File: config.mk
export PLATFORM = sky130hd
export DESIGN_NAME = xml_entity_decoder
export DESIGN_NICKNAME = d
export VERILOG_FILES = /design/src/rtl/core/xed_pkg.sv /design/src/rtl/core/xed_datapath.sv /design/src/rtl/core/xed_ctrl.sv /design/src/rtl/core/xml_entity_decoder.sv
export SDC_FILE = /design/constraint.sdc
export NUM_CORES = 1
export LEC_CHECK = 0
export BUFFER_PORTS_ARGS = -buffer_cell sky130_fd_sc_hd__buf_2
export CORE_MARGIN = 3
export CORE_UTILIZATION = 56
export CTS_CLUSTER_DIAMETER = 200
export DETAILED_ROUTE_END_ITERATION = 6
export PLACE_DENSITY = 0.79
export SYNTH_ARGS = -nofsm -noshare
export SYNTH_HDL_FRONTEND = slang
export SYNTH_SLANG_ARGS = --single-unit
File: constraint.sdc
create_clock -name clk -period 10.6 [get_ports clk]
set_clock_uncertainty 0.05 [all_clocks]
set_input_delay 0.53 -clock clk [delete_from_list [all_inputs] [get_ports clk]]
set_output_delay 0.53 -clock clk [all_outputs]
set_load 0.01 [all_outputs]
File: src/rtl/core/xed_pkg.sv
// xed_pkg: shared types, character codes and entity tables for the entity decoder.
// Used by xed_datapath, xed_ctrl and xml_entity_decoder; depends on nothing.
`default_nettype none

package xed_pkg;

  typedef enum logic [1:0] {
    MODE_IDLE = 2'd0,
    MODE_AMP  = 2'd1,
    MODE_NAME = 2'd2,
    MODE_NUM  = 2'd3
  } mode_t;

  typedef enum logic [1:0] {
    KIND_AMP  = 2'd0,
    KIND_GT   = 2'd1,
    KIND_LT   = 2'd2,
    KIND_QUOT = 2'd3
  } kind_t;

  // output register source select
  typedef enum logic [1:0] {
    SRC_DECODE = 2'd0,
    SRC_PLAN   = 2'd1,
    SRC_PEND   = 2'd2
  } src_t;

  localparam logic [7:0] CH_AMP  = 8'h26;  // &
  localparam logic [7:0] CH_HASH = 8'h23;  // #
  localparam logic [7:0] CH_SEMI = 8'h3B;  // ;
  localparam logic [7:0] CH_ZERO = 8'h30;
  localparam logic [7:0] CH_NINE = 8'h39;
  localparam logic [7:0] CH_A    = 8'h61;
  localparam logic [7:0] CH_G    = 8'h67;
  localparam logic [7:0] CH_L    = 8'h6C;
  localparam logic [7:0] CH_Q    = 8'h71;

  typedef struct packed {
    logic take;        // latch the decode plan of the accepted byte
    logic commit;      // apply the decoded state update in place
    logic apply;       // apply the latched mode after a flush
    logic clear_mode;  // end-of-text flush done
    logic slot_clear;
    logic slot_inc;
    logic load;        // load output register
    src_t src;
    logic last;
    logic tend;
  } cmd_t;

  typedef struct packed {
    logic dec_flush;
    logic dec_emit;
    logic dec_newpend;
    logic p_emit;
    logic p_newpend;
    logic p_end;
    logic slot_last;
    logic out_free;
  } sts_t;

  // entity name text after the ampersand, zero past its end
  function automatic logic [7:0] ent_text(input kind_t kind, input logic [2:0] pos);
    logic [7:0] c;
    c = 8'h00;
    unique case (kind)
      KIND_AMP: begin
        unique case (pos)
          3'd0: c = 8'h61;
          3'd1: c = 8'h6D;
          3'd2: c = 8'h70;
          3'd3: c = CH_SEMI;
          default: c = 8'h00;
        endcase
      end
      KIND_GT: begin
        unique case (pos)
          3'd0: c = 8'h67;
          3'd1: c = 8'h74;
          3'd2: c = CH_SEMI;
          default: c = 8'h00;
        endcase
      end
      KIND_LT: begin
        unique case (pos)
          3'd0: c = 8'h6C;
          3'd1: c = 8'h74;
          3'd2: c = CH_SEMI;
          default: c = 8'h00;
        endcase
      end
      KIND_QUOT: begin
        unique case (pos)
          3'd0: c = 8'h71;
          3'd1: c = 8'h75;
          3'd2: c = 8'h6F;
          3'd3: c = 8'h74;
          3'd4: c = CH_SEMI;
          default: c = 8'h00;
        endcase
      end
    endcase
    return c;
  endfunction

  function automatic logic [2:0] ent_len(input kind_t kind);
    logic [2:0] n;
    unique case (kind)
      KIND_AMP:  n = 3'd4;
      KIND_GT:   n = 3'd3;
      KIND_LT:   n = 3'd3;
      KIND_QUOT: n = 3'd5;
    endcase
    return n;
  endfunction

  function automatic logic [7:0] ent_char(input kind_t kind);
    logic [7:0] c;
    unique case (kind)
      KIND_AMP:  c = CH_AMP;
      KIND_GT:   c = 8'h3E;
      KIND_LT:   c = 8'h3C;
      KIND_QUOT: c = 8'h22;
    endcase
    return c;
  endfunction

endpackage

`default_nettype wire

File: src/rtl/core/xed_datapath.sv
// xed_datapath: entity match state, digit store, decode plan, pending-byte replay
// and the output register. Depends on xed_pkg; driven by xed_ctrl commands.
`default_nettype none

module xed_datapath #(
  parameter int MAX_DIGITS = 8
) (
  input  wire logic         clk,
  input  wire logic         rst,
  input  wire logic         cfg_wr_en,
  input  wire logic         cfg_wr_data,
  input  wire logic [7:0]   in_byte,
  input  wire logic         in_end,
  input  wire xed_pkg::cmd_t cmd,
  output xed_pkg::sts_t     sts,
  output logic              out_valid,
  output logic [7:0]        out_byte,
  output logic              out_last,
  output logic              out_tend,
  input  wire logic         out_ready
);

  localparam int CNT_W  = $clog2(MAX_DIGITS + 1);
  localparam int IDX_W  = $clog2(MAX_DIGITS);
  localparam int SLOT_W = $clog2(MAX_DIGITS + 2);
  localparam logic [CNT_W-1:0] CNT_MAX = CNT_W'(MAX_DIGITS);

  logic                 decode_enable;
  xed_pkg::mode_t       mode;
  xed_pkg::kind_t       kind;
  logic [2:0]           name_pos;
  logic [3:0]           digit_store [MAX_DIGITS];
  logic [CNT_W-1:0]     digit_count;
  logic [7:0]           value_acc;
  logic [SLOT_W-1:0]    slot;

  xed_pkg::mode_t       p_mode;
  logic                 p_emit;
  logic [7:0]           p_byte;
  logic                 p_end;

  // decode of the incoming byte against the current state
  xed_pkg::mode_t       mode_next;
  xed_pkg::kind_t       kind_next;
  logic [2:0]           name_pos_next;
  logic [CNT_W-1:0]     digit_count_next;
  logic [7:0]           value_acc_next;
  logic                 dig_we;
  logic                 flush_old;
  logic                 emit;
  logic [7:0]           emit_byte;
  logic                 is_digit;
  xed_pkg::mode_t       idle_mode;
  logic                 idle_emit;

  always_comb begin
    mode_next        = mode;
    kind_next        = kind;
    name_pos_next    = name_pos;
    digit_count_next = digit_count;
    value_acc_next   = value_acc;
    dig_we           = 1'b0;
    flush_old        = 1'b0;
    emit             = 1'b0;
    emit_byte        = in_byte;
    is_digit  = (in_byte >= xed_pkg::CH_ZERO) && (in_byte <= xed_pkg::CH_NINE);
    idle_mode = (in_byte == xed_pkg::CH_AMP) ? xed_pkg::MODE_AMP : xed_pkg::MODE_IDLE;
    idle_emit = (in_byte != xed_pkg::CH_AMP);
    if (!decode_enable) begin
      flush_old = (mode != xed_pkg::MODE_IDLE);
      emit      = 1'b1;
      mode_next = xed_pkg::MODE_IDLE;
    end else begin
      unique case (mode)
        xed_pkg::MODE_IDLE: begin
          mode_next = idle_mode;
          emit      = idle_emit;
        end
        xed_pkg::MODE_AMP: begin
          if (in_byte == xed_pkg::CH_A || in_byte == xed_pkg::CH_G ||
              in_byte == xed_pkg::CH_L || in_byte == xed_pkg::CH_Q) begin
            kind_next = (in_byte == xed_pkg::CH_A) ? xed_pkg::KIND_AMP :
                        (in_byte == xed_pkg::CH_G) ? xed_pkg::KIND_GT :
                        (in_byte == xed_pkg::CH_L) ? xed_pkg::KIND_LT : xed_pkg::KIND_QUOT;
            name_pos_next = 3'd1;
            mode_next     = xed_pkg::MODE_NAME;
          end else if (in_byte == xed_pkg::CH_HASH) begin
            digit_count_next = '0;
            value_acc_next   = '0;
            mode_next        = xed_pkg::MODE_NUM;
          end else begin
            flush_old = 1'b1;
            emit      = 1'b1;
            mode_next = xed_pkg::MODE_IDLE;
          end
        end
        xed_pkg::MODE_NAME: begin
          if (in_byte == xed_pkg::ent_text(kind, name_pos)) begin
            name_pos_next = name_pos + 3'd1;
            if (name_pos + 3'd1 == xed_pkg::ent_len(kind)) begin
              emit      = 1'b1;
              emit_byte = xed_pkg::ent_char(kind);
              mode_next = xed_pkg::MODE_IDLE;
            end
          end else begin
            flush_old = 1'b1;
            mode_next = idle_mode;
            emit      = idle_emit;
          end
        end
        xed_pkg::MODE_NUM: begin
          if (is_digit) begin
            if (digit_count < CNT_MAX) begin
              dig_we           = 1'b1;
              digit_count_next = digit_count + CNT_W'(1);
              // acc*10 + digit, mod 256
              value_acc_next   = {value_acc[4:0], 3'b000} + {value_acc[6:0], 1'b0}
                                 + {4'b0000, in_byte[3:0]};
            end else begin
              flush_old = 1'b1;
              emit      = 1'b1;
              mode_next = xed_pkg::MODE_IDLE;
            end
          end else if (in_byte == xed_pkg::CH_SEMI && digit_count != '0) begin
            emit      = 1'b1;
            emit_byte = value_acc;
            mode_next = xed_pkg::MODE_IDLE;
          end else begin
            flush_old = 1'b1;
            mode_next = idle_mode;
            emit      = idle_emit;
          end
        end
      endcase
    end
  end

  // replay of the pending bytes of the current state, one slot per transfer
  logic [SLOT_W-1:0] slot_m1;
  logic [SLOT_W-1:0] slot_m2;
  logic [SLOT_W-1:0] pend_last_idx;
  logic [7:0]        pend_byte;

  always_comb begin
    slot_m1 = slot - SLOT_W'(1);
    slot_m2 = slot - SLOT_W'(2);
    unique case (mode)
      xed_pkg::MODE_NAME: begin
        pend_last_idx = SLOT_W'(name_pos);
        pend_byte = (slot == '0) ? xed_pkg::CH_AMP : xed_pkg::ent_text(kind, slot_m1[2:0]);
      end
      xed_pkg::MODE_NUM: begin
        pend_last_idx = SLOT_W'(digit_count) + SLOT_W'(1);
        if (slot == '0) begin
          pend_byte = xed_pkg::CH_AMP;
        end else if (slot == SLOT_W'(1)) begin
          pend_byte = xed_pkg::CH_HASH;
        end else begin
          pend_byte = xed_pkg::CH_ZERO | {4'b0000, digit_store[slot_m2[IDX_W-1:0]]};
        end
      end
      default: begin
        pend_last_idx = '0;
        pend_byte     = xed_pkg::CH_AMP;
      end
    endcase
  end

  always_comb begin
    sts.dec_flush   = flush_old;
    sts.dec_emit    = emit;
    sts.dec_newpend = (mode_next != xed_pkg::MODE_IDLE);
    sts.p_emit      = p_emit;
    sts.p_newpend   = (p_mode != xed_pkg::MODE_IDLE);
    sts.p_end       = p_end;
    sts.slot_last   = (slot == pend_last_idx);
    sts.out_free    = !out_valid || out_ready;
  end

  always_ff @(posedge clk) begin
    if (rst) begin
      decode_enable <= 1'b1;
      mode          <= xed_pkg::MODE_IDLE;
      kind          <= xed_pkg::KIND_AMP;
      name_pos      <= '0;
      digit_count   <= '0;
      value_acc     <= '0;
      slot          <= '0;
      out_valid     <= 1'b0;
    end else begin
      if (cfg_wr_en) begin
        decode_enable <= cfg_wr_data;
      end
      if (cmd.commit) begin
        mode        <= mode_next;
        kind        <= kind_next;
        name_pos    <= name_pos_next;
        digit_count <= digit_count_next;
        value_acc   <= value_acc_next;
      end else if (cmd.apply) begin
        mode <= p_mode;
      end else if (cmd.clear_mode) begin
        mode <= xed_pkg::MODE_IDLE;
      end
      if (cmd.slot_clear) begin
        slot <= '0;
      end else if (cmd.slot_inc) begin
        slot <= slot + SLOT_W'(1);
      end
      if (cmd.load) begin
        out_valid <= 1'b1;
      end else if (out_ready) begin
        out_valid <= 1'b0;
      end
    end
  end

  always_ff @(posedge clk) begin
    if (cmd.take) begin
      p_mode <= mode_next;
      p_emit <= emit;
      p_byte <= emit_byte;
      p_end  <= in_end;
    end
    if (cmd.commit && dig_we) begin
      digit_store[digit_count[IDX_W-1:0]] <= in_byte[3:0];
    end
    if (cmd.load) begin
      unique case (cmd.src)
        xed_pkg::SRC_DECODE: out_byte <= emit_byte;
        xed_pkg::SRC_PLAN:   out_byte <= p_byte;
        default:             out_byte <= pend_byte;
      endcase
      out_last <= cmd.last;
      out_tend <= cmd.tend;
    end
  end

endmodule

`default_nettype wire

File: src/rtl/core/xed_ctrl.sv
// xed_ctrl: sequencer for accept, replay of pending bytes and end-of-text flush.
// Depends on xed_pkg; commands xed_datapath through cmd_t, reads sts_t.
`default_nettype none

module xed_ctrl (
  input  wire logic          clk,
  input  wire logic          rst,
  input  wire logic          s_tvalid,
  input  wire logic          s_tlast,
  output logic               s_tready,
  input  wire xed_pkg::sts_t sts,
  output xed_pkg::cmd_t      cmd
);

  typedef enum logic [1:0] {
    ST_RUN  = 2'd0,  // accepting bytes
    ST_OLD  = 2'd1,  // replaying the pending bytes of a failed match
    ST_MID  = 2'd2,  // byte handled afresh after the replay
    ST_ENDF = 2'd3   // end-of-text flush
  } state_t;

  state_t state;
  state_t state_next;
  logic   accept;

  always_comb begin
    cmd        = '0;
    state_next = state;
    s_tready   = (state == ST_RUN) && sts.out_free;
    accept     = s_tvalid && s_tready;
    unique case (state)
      ST_RUN: begin
        if (accept) begin
          cmd.take = 1'b1;
          if (sts.dec_flush) begin
            cmd.slot_clear = 1'b1;
            state_next     = ST_OLD;
          end else begin
            cmd.commit = 1'b1;
            if (sts.dec_emit) begin
              cmd.load = 1'b1;
              cmd.src  = xed_pkg::SRC_DECODE;
              cmd.last = !(s_tlast && sts.dec_newpend);
              cmd.tend = s_tlast && !sts.dec_newpend;
            end
            if (s_tlast && sts.dec_newpend) begin
              cmd.slot_clear = 1'b1;
              state_next     = ST_ENDF;
            end
          end
        end
      end
      ST_OLD: begin
        if (sts.out_free) begin
          cmd.load     = 1'b1;
          cmd.src      = xed_pkg::SRC_PEND;
          cmd.slot_inc = 1'b1;
          if (sts.slot_last) begin
            cmd.last   = !sts.p_emit && !(sts.p_end && sts.p_newpend);
            cmd.tend   = !sts.p_emit && !sts.p_newpend && sts.p_end;
            state_next = ST_MID;
          end
        end
      end
      ST_MID: begin
        if (!sts.p_emit || sts.out_free) begin
          cmd.apply = 1'b1;
          if (sts.p_emit) begin
            cmd.load = 1'b1;
            cmd.src  = xed_pkg::SRC_PLAN;
            cmd.last = !(sts.p_end && sts.p_newpend);
            cmd.tend = sts.p_end && !sts.p_newpend;
          end
          if (sts.p_end && sts.p_newpend) begin
            cmd.slot_clear = 1'b1;
            state_next     = ST_ENDF;
          end else begin
            state_next = ST_RUN;
          end
        end
      end
      ST_ENDF: begin
        if (sts.out_free) begin
          cmd.load     = 1'b1;
          cmd.src      = xed_pkg::SRC_PEND;
          cmd.slot_inc = 1'b1;
          if (sts.slot_last) begin
            cmd.last       = 1'b1;
            cmd.tend       = 1'b1;
            cmd.clear_mode = 1'b1;
            state_next     = ST_RUN;
          end
        end
      end
    endcase
  end

  always_ff @(posedge clk) begin
    if (rst) begin
      state <= ST_RUN;
    end else begin
      state <= state_next;
    end
  end

  a_load_free: assert property (@(posedge clk) disable iff (rst)
    cmd.load |-> sts.out_free)
    else $error("output register loaded while occupied");

  a_tend_last: assert property (@(posedge clk) disable iff (rst)
    cmd.tend |-> cmd.last)
    else $error("text end without run end");

  a_flush_stalls: assert property (@(posedge clk) disable iff (rst)
    (accept && sts.dec_flush) |=> !s_tready)
    else $error("input taken during replay");

  a_tend_run: assert property (@(posedge clk) disable iff (rst)
    (cmd.load && cmd.tend) |=> (state == ST_RUN))
    else $error("sequencer busy after text end");

endmodule

`default_nettype wire

File: src/rtl/core/xml_entity_decoder.sv
// xml_entity_decoder: top level of the XML character entity decoder.
// Depends on xed_pkg, xed_datapath and xed_ctrl.
//
//   channel   dir  tdata               tuser      tlast
//   s_axis    in   [7:0] in_byte       -          in_end
//   m_axis    out  [7:0] out_byte      run_last   text_end
//   cfg       in   decode_enable (cfg_wr_data), write on cfg_wr_en
//
// A byte that needs no replay is handled without leaving ST_RUN; results go through one output register.
// A failed match replays its k pending bytes at one per cycle while the output is free, then handles the byte afresh.
// End of text with k pending bytes flushes them to the output.
// Reset: decoding on, idle; the digit store is not cleared.
// m_tready low holds the output register and every sequencer step that loads it; input waits meanwhile.
`default_nettype none

module xml_entity_decoder #(
  parameter int MAX_DIGITS = 8
) (
  input  wire logic       clk,
  input  wire logic       rst,
  input  wire logic       cfg_wr_en,
  input  wire logic       cfg_wr_data,   // decode_enable
  input  wire logic       s_tvalid,
  output logic            s_tready,
  input  wire logic [7:0] s_tdata,       // [7:0] in_byte
  input  wire logic       s_tlast,       // in_end
  output logic            m_tvalid,
  input  wire logic       m_tready,
  output logic [7:0]      m_tdata,       // [7:0] out_byte
  output logic            m_tuser,       // [0] run_last
  output logic            m_tlast        // text_end
);

  xed_pkg::cmd_t cmd;
  xed_pkg::sts_t sts;

  xed_ctrl u_ctrl (
    .clk      (clk),
    .rst      (rst),
    .s_tvalid (s_tvalid),
    .s_tlast  (s_tlast),
    .s_tready (s_tready),
    .sts      (sts),
    .cmd      (cmd)
  );

  xed_datapath #(
    .MAX_DIGITS (MAX_DIGITS)
  ) u_datapath (
    .clk         (clk),
    .rst         (rst),
    .cfg_wr_en   (cfg_wr_en),
    .cfg_wr_data (cfg_wr_data),
    .in_byte     (s_tdata),
    .in_end      (s_tlast),
    .cmd         (cmd),
    .sts         (sts),
    .out_valid   (m_tvalid),
    .out_byte    (m_tdata),
    .out_last    (m_tuser),
    .out_tend    (m_tlast),
    .out_ready   (m_tready)
  );

endmodule

`default_nettype wire

==> flow_metrics.tcl <==
set metrics [dict create \
    status "complete, no violations" \
    max_freq_ghz 0.231 \
    worst-setup-path-type "reg2reg" \
    clkSinkCount 81 \
    p_leak_nw 2.19 \
    vias 4636 \
    start_kind "flip-flop" \
    initial_utilization 0.583 \
    slew_headroom 0.294 \
    synth_cells 555 \
    internal_power_uw 700 \
    setup_slack_ns 6.28 \
    grt_usage 0.262 \
    swShare 0.367 \
    rows 35 \
    slew_viol_final 0 \
    yosysUniqueCellTypes 77 \
    dr.pass1.iters 5 \
    grt_pass1_wl_mm 22.8 \
    power_frac_seq 0.393 \
    setup_viol 0 \
    arrival_ns 4.26 \
    synth_area_leaders "edfxtp_1, dfxtp_1, ha_1" \
    routed.top_layer "met4" \
    numCtsBuffers 9 \
    yosysTopAreaCell "edfxtp_1" \
    syn_nets 606 \
    route.detailed.vias_per_inst 6.59 \
    area_delta_synth_final_pct 8.24 \
    yosysWarningCount 0 \
    antenna_cells 0 \
    drive_gt1_frac 0.132 \
    setup_tns_ns 0 \
    tightest_slew_ns 1.05 \
    synth.top_cell.area_share 0.297 \
    gp_congestion 0.943 \
    io_pins 27 \
    multi_input_area_mm2 0.00311 \
    antenna_found_initial 0 \
    dp.cells 687 \
    avgSynthCellArea_um2 9.85 \
    drc 0 \
    layoutNonFillerInstCount 703 \
    nets 620 \
    fin_crit_sh 0.408 \
    hpwl_mm 10.3 \
    synth_edf_count 54 \
    clkTransAtPathRegs_ns 0.09 \
    io_buffers 26 \
    power_frac_comb 0.356 \
    syn-cell-area_mm2 0.00547 \
    post_drt_wl_per_cell_um 20.0 \
    post_cts_buffers 0 \
    fin_util 0.631 \
    hold_viol 0 \
    gr-total-overflow 0 \
    clockBufferDepth 2 \
    wl_met3_mm 1.36 \
    seq_area_frac_synth 0.396 \
    crit_fanout 22 \
    coreArea_mm2 0.00937 \
    post-place-ws_ns 6.39 \
    synth-seq-cells 81 \
    postRouteWirelength_mm 14.1 \
    cts-root-buf "clkbuf_8" \
    clkPwrFrac 0.251 \
    clock_latency_ns 0.36 \
    cap_viol_max_count 0 \
    m1WireLength_mm 5.79 \
    cts_resized 0 \
    cts_hold_repair.buffers 0 \
    die-height_um 105 \
    cts_max_level 3 \
    cp.required_ns 10.54 \
    worstHoldPathType "in2reg" \
    rsz0062_at_grt "no" \
    cts_tree "built" \
    fill_cells 812 \
    powerDensity_mw_per_mm2 187 \
    die_w_um 105 \
    die-area_mm2 0.0110 \
    regArea_mm2 0.00216 \
    min_period_ns 4.32 \
    drt_iter0_drc 527 \
    detail-route-antenna-nets 0 \
    grt_max_degree 23 \
    wl_met2_mm 6.48 \
    ys.flop_type "edfxtp_1" \
    max-vdd-ir-drop_uv 98.4 \
    cp-end-kind "flip-flop" \
    p_sw_uw 406 \
    ys_async_sr_fraction 0 \
    grt_pass1_vias 4458 \
]
## layout make-up
type	instances	share of cell area
multi-input cells	423	0.525
flip-flops and latches	81	0.365
inverters	26	0.0165
clock buffers	10	0.0216
repair buffers	28	0.0245
well taps	129	0.0273
clock inverters	6	0.0195
## logic make-up (layout without fill, tap and decap cells)
logic type,after synthesis,count (layout),synth area share
adders and majority gates,36,36,0.0851
buffers and inverters,51,70,0.0359
and+or+nand+nor,188,188,0.180
xor gates and xnor gates,21,21,0.0336
muxes,19,19,0.0538
DFF,81,81,0.396
AOI/OAI and AO/OA,159,159,0.216
## power groups by stage
stage          sequential (mW)  clock [mW]  combinational, mW
6_report                 0.434       0.278              0.394
5_1_grt                  0.441       0.292              0.430
4_1_cts                  0.434       0.279              0.387
3_5_place_dp             0.441           0              0.383
3_3_place_gp             0.438           0              0.380
2_1_floorplan            0.439           0              0.275
## path summary, 6_finish.rpt
| kind | startpoint | end | slack (ns) | cells after the start |
|---|---|---|---|---|
| max | u_datapath.kind[1] | u_datapath.digit_store[1][0] | 6.28 | 11 |
| min | cfg_wr_en | u_datapath.decode_enable | 0.32 | 2 |
| max reg2reg | u_datapath.kind[1] | u_datapath.digit_store[1][0] | 6.28 | 11 |
| min reg2reg | u_datapath.value_acc[7] | u_datapath.value_acc[7] | 0.44 | 2 |
## cell usage in the layout, fill, tap and decap left out, types with 5 or more instances in the layout
master    Yosys  routed
a211oi_1      5       5
a21o_1        9       9
a21oi_1      26      26
a221o_1       7       7
a221oi_1      6       6
a22o_1        9       9
a22oi_1       5       5
a31oi_1       7       7
buf_2         3      26
clkbuf_8      0       9
dfxtp_1      27      27
edfxtp_1     54      54
ha_1         34      34
inv_1        25      25
mux2i_1       8       8
mux4_2        8       8
nand2_1      42      42
nand2b_1     11      11
nand3_1      14      14
nand4_1       7       7
nor2_1       48      48
nor2b_1      10      10
nor3_1       17      17
nor4_1        5       5
o21a_1       11      11
o21ai_0      29      29
or3_1         6       6
xnor2_1       8       8
xor2_1       13      13
## state kept, by name (all words and copies together), names as in the netlist, 2 cells and up
name	count
u_datapath.out_byte	8
u_ctrl.state	2
u_datapath.p_byte	8
u_datapath.mode	2
u_datapath.slot	4
u_datapath.p_mode	2
u_datapath.digit_count	4
u_datapath.digit_store	32
u_datapath.name_pos	3
u_datapath.kind	2
u_datapath.value_acc	8
## through the flow
stage	instance area [um^2]	total power [mW]	hold WS, ns
after CTS	5920	1.10	0.309
after global placement	5670	0.818	0.419
after detailed placement	5670	0.824	0.421
after global routing	5920	1.16	0.359
after floorplan	5470	0.713	0.392
final	5920	1.11	0.318
## routing by layer
| layer | vias to the layer above | global-route usage |
|---|---|---|
| met1 | 2170 | 0.359 |
| li1 | 2130 | - |
| met3 | 50 | 0.0439 |
| met4 | 0 | 0.107 |
| met5 | - | 0 |
| met2 | 286 | 0.415 |
## critical path, stage by stage, from the launching register on
cell and delay [ns]:
dfxtp_1 0.35, inv_1 0.08, ha_1 0.74, nor2b_1 0.10, o21a_1 0.22, or4_4 0.54
a221oi_4 0.34, nand3_4 0.20, o21a_1 0.30, nor3_4 0.27, nand4_1 0.25, nor3_1 0.50
## cell usage after synthesis (3+ instances only)
| library cell | number |
|---|---|
| edfxtp_1 | 54 |
| nor2_1 | 48 |
| nand2_1 | 42 |
| ha_1 | 34 |
| o21ai_0 | 29 |
| dfxtp_1 | 27 |
| a21oi_1 | 26 |
| inv_1 | 25 |
| clkbuf_1 | 20 |
| nor3_1 | 17 |
| nand3_1 | 14 |
| xor2_1 | 13 |
| nand2b_1 | 11 |
| o21a_1 | 11 |
| nor2b_1 | 10 |
| a21o_1 | 9 |
| a22o_1 | 9 |
| mux2i_1 | 8 |
| mux4_2 | 8 |
| xnor2_1 | 8 |
| a221o_1 | 7 |
| a31oi_1 | 7 |
| nand4_1 | 7 |
| a221oi_1 | 6 |
| or3_1 | 6 |
| a211oi_1 | 5 |
| a22oi_1 | 5 |
| nor4_1 | 5 |
| a31o_2 | 4 |
| and3_1 | 4 |
| nand3b_1 | 4 |
| o31ai_1 | 4 |
| a211o_1 | 3 |
| and2_1 | 3 |
| buf_2 | 3 |
| mux2_2 | 3 |
| o211ai_1 | 3 |
| or2_2 | 3 |
Power figures use the tool's default switching activity.
